File: config.mk
export PLATFORM = sky130hd
export DESIGN_NAME = mbet_ctrl
export DESIGN_NICKNAME = d
export VERILOG_FILES = /design/src/mbet_pkg.sv /design/src/mbet_ctrl.sv
export SDC_FILE = /design/constraint.sdc
export NUM_CORES = 1
export LEC_CHECK = 0
export BUFFER_PORTS_ARGS = -buffer_cell sky130_fd_sc_hd__buf_2
export CELL_PAD_IN_SITES_DETAIL_PLACEMENT = 1
export CELL_PAD_IN_SITES_GLOBAL_PLACEMENT = 1
export CORE_AREA = 2 2 39 41
export CTS_BUF_LIST = sky130_fd_sc_hd__clkbuf_4 sky130_fd_sc_hd__clkbuf_8
export CTS_CLUSTER_DIAMETER = 100
export DETAILED_ROUTE_END_ITERATION = 6
export DIE_AREA = 0 0 41 43
export PLACE_DENSITY = 0.83
export RECOVER_POWER = 25
export SKIP_CTS_REPAIR_TIMING = 1
export SLEW_MARGIN = 20
export SYNTH_ARGS = -nofsm -noshare
export SYNTH_HDL_FRONTEND = slang
export SYNTH_SLANG_ARGS = --single-unit
File: constraint.sdc
create_clock -name clk -period 2.9 [get_ports clk]
set_input_delay 0.29 -clock clk [delete_from_list [all_inputs] [get_ports clk]]
set_output_delay 0.29 -clock clk [all_outputs]
set_load 0.03 [all_outputs]
File: src/mbet_pkg.sv
// ----------------------------------------------------------------------------
// mbet_pkg: shared types and constants of the escape-time unit
// Field widths, register indices, FSM state codes and the bundles that
// join the controller and the datapath.
// ----------------------------------------------------------------------------
package mbet_pkg;

  localparam int COORD_W    = 64;           // c and z components
  localparam int HALF_W     = COORD_W / 2;  // operand slice per multiplier
  localparam int PROD_W     = 2 * COORD_W;  // full product width
  localparam int DWELL_W    = 16;
  localparam int LIMIT_W    = 18;
  localparam int CFG_IDX_W  = 8;
  localparam int CFG_DATA_W = 32;
  localparam int STEP_W     = 3;

  localparam logic [CFG_IDX_W-1:0] REG_MAX_ITER     = CFG_IDX_W'(0);
  localparam logic [CFG_IDX_W-1:0] REG_ESCAPE_LIMIT = CFG_IDX_W'(1);

  localparam logic [DWELL_W-1:0] MAX_ITER_RST     = DWELL_W'(3000);
  localparam logic [LIMIT_W-1:0] ESCAPE_LIMIT_RST = LIMIT_W'(250000);

  // four partial products per 64x64 product, then a drain step
  localparam logic [STEP_W-1:0] MUL_LAST = STEP_W'(4);

  typedef enum logic [1:0] {
    PP_LL,
    PP_LH,
    PP_HL,
    PP_HH
  } pp_sel_t;

  typedef enum logic [2:0] {
    ST_IDLE,
    ST_TEST,
    ST_MUL,
    ST_CHK,
    ST_UPD,
    ST_DONE
  } state_t;

  typedef struct packed {
    logic    load;      // capture point, clear z and count
    logic    abs_en;    // take |x|, |y| for the multipliers
    logic    pp_en;     // issue one partial product
    pp_sel_t pp_sel;
    logic    acc_en;    // fold the last partial product in
    logic    chk_en;    // magnitude test and difference terms
    logic    upd_en;    // new z, count up
    logic    out_load;  // result into the output register
  } cmd_t;

  typedef struct packed {
    logic n_limit;      // count has reached max_iter
    logic stop;         // magnitude test fired
  } status_t;

endpackage

File: src/mbet_ctrl.sv
// ----------------------------------------------------------------------------
// mbet_ctrl: iteration sequencer
// Walks test, multiply, check and update per iteration and owns the
// output valid flag.
// ----------------------------------------------------------------------------
module mbet_ctrl import mbet_pkg::*; (
  input  logic    clk,
  input  logic    rst_n,
  input  logic    in_valid,
  output logic    in_ready,
  output logic    out_valid,
  input  logic    out_ready,
  input  status_t status,
  output cmd_t    cmd
);

  state_t              state_r, state_nxt;
  logic [STEP_W-1:0]   step_r, step_nxt;
  logic                out_valid_r, out_valid_nxt;
  logic                out_free;

  assign out_free = !out_valid_r || out_ready;

  // next state
  always_comb begin
    state_nxt = state_r;
    unique case (state_r)
      ST_IDLE: if (in_valid)              state_nxt = ST_TEST;
      ST_TEST: state_nxt = status.n_limit ? ST_DONE : ST_MUL;
      ST_MUL:  if (step_r == MUL_LAST)    state_nxt = ST_CHK;
      ST_CHK:  state_nxt = ST_UPD;
      ST_UPD:  state_nxt = status.stop ? ST_DONE : ST_TEST;
      ST_DONE: if (out_free)              state_nxt = ST_IDLE;
      default: state_nxt = ST_IDLE;
    endcase
  end

  // outputs; no item is taken while reset is held
  always_comb begin
    cmd          = '0;
    cmd.pp_sel   = pp_sel_t'(step_r[1:0]);
    in_ready     = 1'b0;
    step_nxt     = '0;
    unique case (state_r)
      ST_IDLE: begin
        in_ready = rst_n;
        cmd.load = in_valid && rst_n;
      end
      ST_TEST: cmd.abs_en = 1'b1;
      ST_MUL: begin
        cmd.pp_en  = (step_r != MUL_LAST);
        cmd.acc_en = (step_r != '0);
        step_nxt   = step_r + 1'b1;
      end
      ST_CHK:  cmd.chk_en   = 1'b1;
      ST_UPD:  cmd.upd_en   = !status.stop;
      ST_DONE: cmd.out_load = out_free;
      default: ;
    endcase
  end

  always_comb begin
    out_valid_nxt = out_valid_r;
    if (cmd.out_load)
      out_valid_nxt = 1'b1;
    else if (out_ready)
      out_valid_nxt = 1'b0;
  end

  always_ff @(posedge clk) begin
    if (!rst_n) begin
      state_r     <= ST_IDLE;
      step_r      <= '0;
      out_valid_r <= 1'b0;
    end else begin
      state_r     <= state_nxt;
      step_r      <= step_nxt;
      out_valid_r <= out_valid_nxt;
    end
  end

  assign out_valid = out_valid_r;

  a_step_range: assert property (@(posedge clk) disable iff (!rst_n)
    (state_r == ST_MUL) |-> (step_r <= MUL_LAST))
    else $error("multiply step out of range");

  a_stall_hold: assert property (@(posedge clk) disable iff (!rst_n)
    (state_r == ST_DONE && out_valid_r && !out_ready) |=> (state_r == ST_DONE))
    else $error("result overwrote a waiting item");

endmodule

==> results.sh <==
export IMPL_start_util=0.350
export IMPL_placed_area_sq_um=532
export IMPL_hp_class="input pin to register"
export IMPL_grt_max_degree=12
export IMPL_regToRegEndpoint="out_valid$_SDFFE_PN0P_"
export IMPL_async_flop_share=0
export IMPL_clockRootBuffer="clkbuf_4"
export IMPL_grt_pass1_vias=392
export IMPL_arrival_ns=1.43
export IMPL_slew_viol_final=0
export IMPL_rows=14
export IMPL_cts_buffers=3
export IMPL_drtAntennaViolNets=0
export IMPL_yosysSeqAreaShare=0.289
export IMPL_dpl_hpwl_microns=768
export IMPL_synth_common_cells="dfxtp_1, inv_1, nor2_1"
export IMPL_clkLatencyLatePin_ns=0.26
export IMPL_synth_area_top_cells="dfxtp_1, buf_4, ha_1"
export IMPL_reg2regPathDepth=3
export IMPL_n_fill_cell=182
export IMPL_ys_flop_type="dfxtp_1"
export IMPL_grt_pass1_wl_microns=1680
export IMPL_vias=417
export IMPL_syn_area_sq_um=484
export IMPL_cp_required_ns=2.61
export IMPL_wl_per_cell_microns=12.2
export IMPL_fp_coreArea_sq_um=1380
export IMPL_die_h_microns=43
export IMPL_slew_headroom=0.733
export IMPL_holdPathEnd="state_r[2]$_SDFFE_PN0P_"
export IMPL_synth_edff_count=0
export IMPL_worstSetupPathType="register to output port"
export IMPL_cts_tree="built"
export IMPL_max_freq_mhz=580
export IMPL_drt_iter0_markers=1
export IMPL_synth_most_common_cell="dfxtp_1"
export IMPL_crit_path_start_kind="register"
export IMPL_synth_largest_area_cell="dfxtp_1"
export IMPL_rrSetupSlack_ns=1.71
export IMPL_areaGrowthSynthToFinish_pct=14.5
export IMPL_setup_violations_final=0
export IMPL_outcome="complete, no violations"
export IMPL_diodes=0
export IMPL_clk_pin_slew_ns=0.06
export IMPL_drc=0
export IMPL_syn_nets=62
export IMPL_irDropWorstVdd_mv=0.193
export IMPL_die_area_sq_um=1760
export IMPL_drv_cap=0
export IMPL_synthDominantCellAreaShare=0.289
export IMPL_setup_tns_ns=0
export IMPL_rr_startpoint="state_r[1]$_SDFFE_PN0P_"
export IMPL_synth_distinct_cells=25
export IMPL_grt_use_total=0.148
export IMPL_finClkSkew_ns=0.000760
export IMPL_cp_end_kind="output port"
export IMPL_finalCriticalPeriod_ns=1.72
export IMPL_critPathMaxFanout=11
export IMPL_cts_sinks=7
export IMPL_clockBufferDepth=2
export IMPL_tightest_slew_ns=0.401
export IMPL_via_per_inst=4.96
export IMPL_fin_crit_sh=0.594
export IMPL_finalWeightedCongestion=0.719
export IMPL_synth_avg_cell_area_sq_um=8.97
export IMPL_h_tree_depth=1
export IMPL_ys_seq_elements=7
export IMPL_wirelength_microns=1030
export IMPL_io_pins=17
export IMPL_overflow=0
export IMPL_grt_setup_unrepaired="false"
export IMPL_final_hold_viol_count=0
export IMPL_power_total_mw=0.267
export IMPL_dp_cells=80
export IMPL_stdcell_area_sq_um=554
export IMPL_synthCells=54
export IMPL_antenna_found_initial=0
export IMPL_instances_no_fill=84
export IMPL_layout_drive_gt1_share=0.353
export IMPL_yosysWarningCount=0
export IMPL_p_leak_nw=0.245
export IMPL_min_delay_path_depth=3
export IMPL_chipWidth_microns=41
export IMPL_dr_pass1_iters=2
export IMPL_port_buffer_count=16
export IMPL_worst_hold_slack_ns=0.349
export IMPL_p_per_area_nw_per_um2=482
export IMPL_min_from="rst_n"
export IMPL_nNetsFinal=77
where the power goes:
group          total, mW  switching, mW  internal, mW
sequential         0.111         0.0109         0.100
combinational     0.0529         0.0309        0.0220
clock              0.103         0.0411        0.0622
total              0.267         0.0829         0.185
worst max path at each step:
stage	end	startpoint	slack, ns	depth (start not counted)
floorplan	cmd[1]	state_r[2]$_SDFFE_PN0P_	1.28	3
finish	cmd[1]	state_r[2]$_SDFFE_PN0P_	1.18	3
detailed placement	cmd[0]	state_r[1]$_SDFFE_PN0P_	1.46	4
global route	cmd[1]	state_r[2]$_SDFFE_PN0P_	1.08	3
CTS	cmd[0]	state_r[1]$_SDFFE_PN0P_	1.16	4
global placement	cmd[0]	state_r[1]$_SDFFE_PN0P_	1.49	4
worst max-delay path: stages (launching register included):
cell,delay [ns]
dfxtp_1,0.55
and2b_1,0.23
nor3b_1,0.18
buf_2,0.22
cell type report:
class	count	area, sq um	share of cell area
multi-input combinational	35	263	0.474
sequential	7	140	0.253
tap	16	20.0	0.0361
clock buffer	4	30.0	0.0542
inverter	6	22.5	0.0406
timing repair buffer	16	78.8	0.142
through the flow:
stage               utilization  setup slack (ns)
floorplan                     -              1.28
global placement          0.384              1.49
finish                    0.401              1.18
CTS                       0.406              1.16
global route              0.401              1.08
detailed placement        0.384              1.46
registers in the layout (all words and copies together), names as in the netlist:
signal     count
state_r        3
step_r         3
out_valid      1
layer usage:
metal | track usage | part of all wire
met3 | 0.0471 | 0.038
met4 | 0.100 | 0.029
met1 | 0.167 | 0.42
met2 | 0.222 | 0.51
met5 | 0 | 0
cells by family (layout without fill, tap and decap cells):
kind of cell,Yosys count,after routing,synth area share
xor+xnor,1,1,0.0181
mux,1,1,0.0207
flops,7,7,0.289
buf+inv,12,26,0.155
simple gates,22,22,0.338
compound gates,9,9,0.127
fa+ha+maj,2,2,0.0517
cells in the final DEF, fill, tap and decap left out, drive strengths merged:
master,count
nor4,1
and2,1
a211o,1
nor2b,1
nor3b,3
o21bai,1
and2b,1
nand3b,3
nor2,5
o221ai,1
buf,15
xnor2,1
nand4b,1
nor3,1
nand2,3
o21ai,2
mux2i,1
a21oi,4
and3b,1
dfxtp,7
ha,2
inv,6
clkbuf,5
and4bb,1
(Power assumes the default switching activity.)
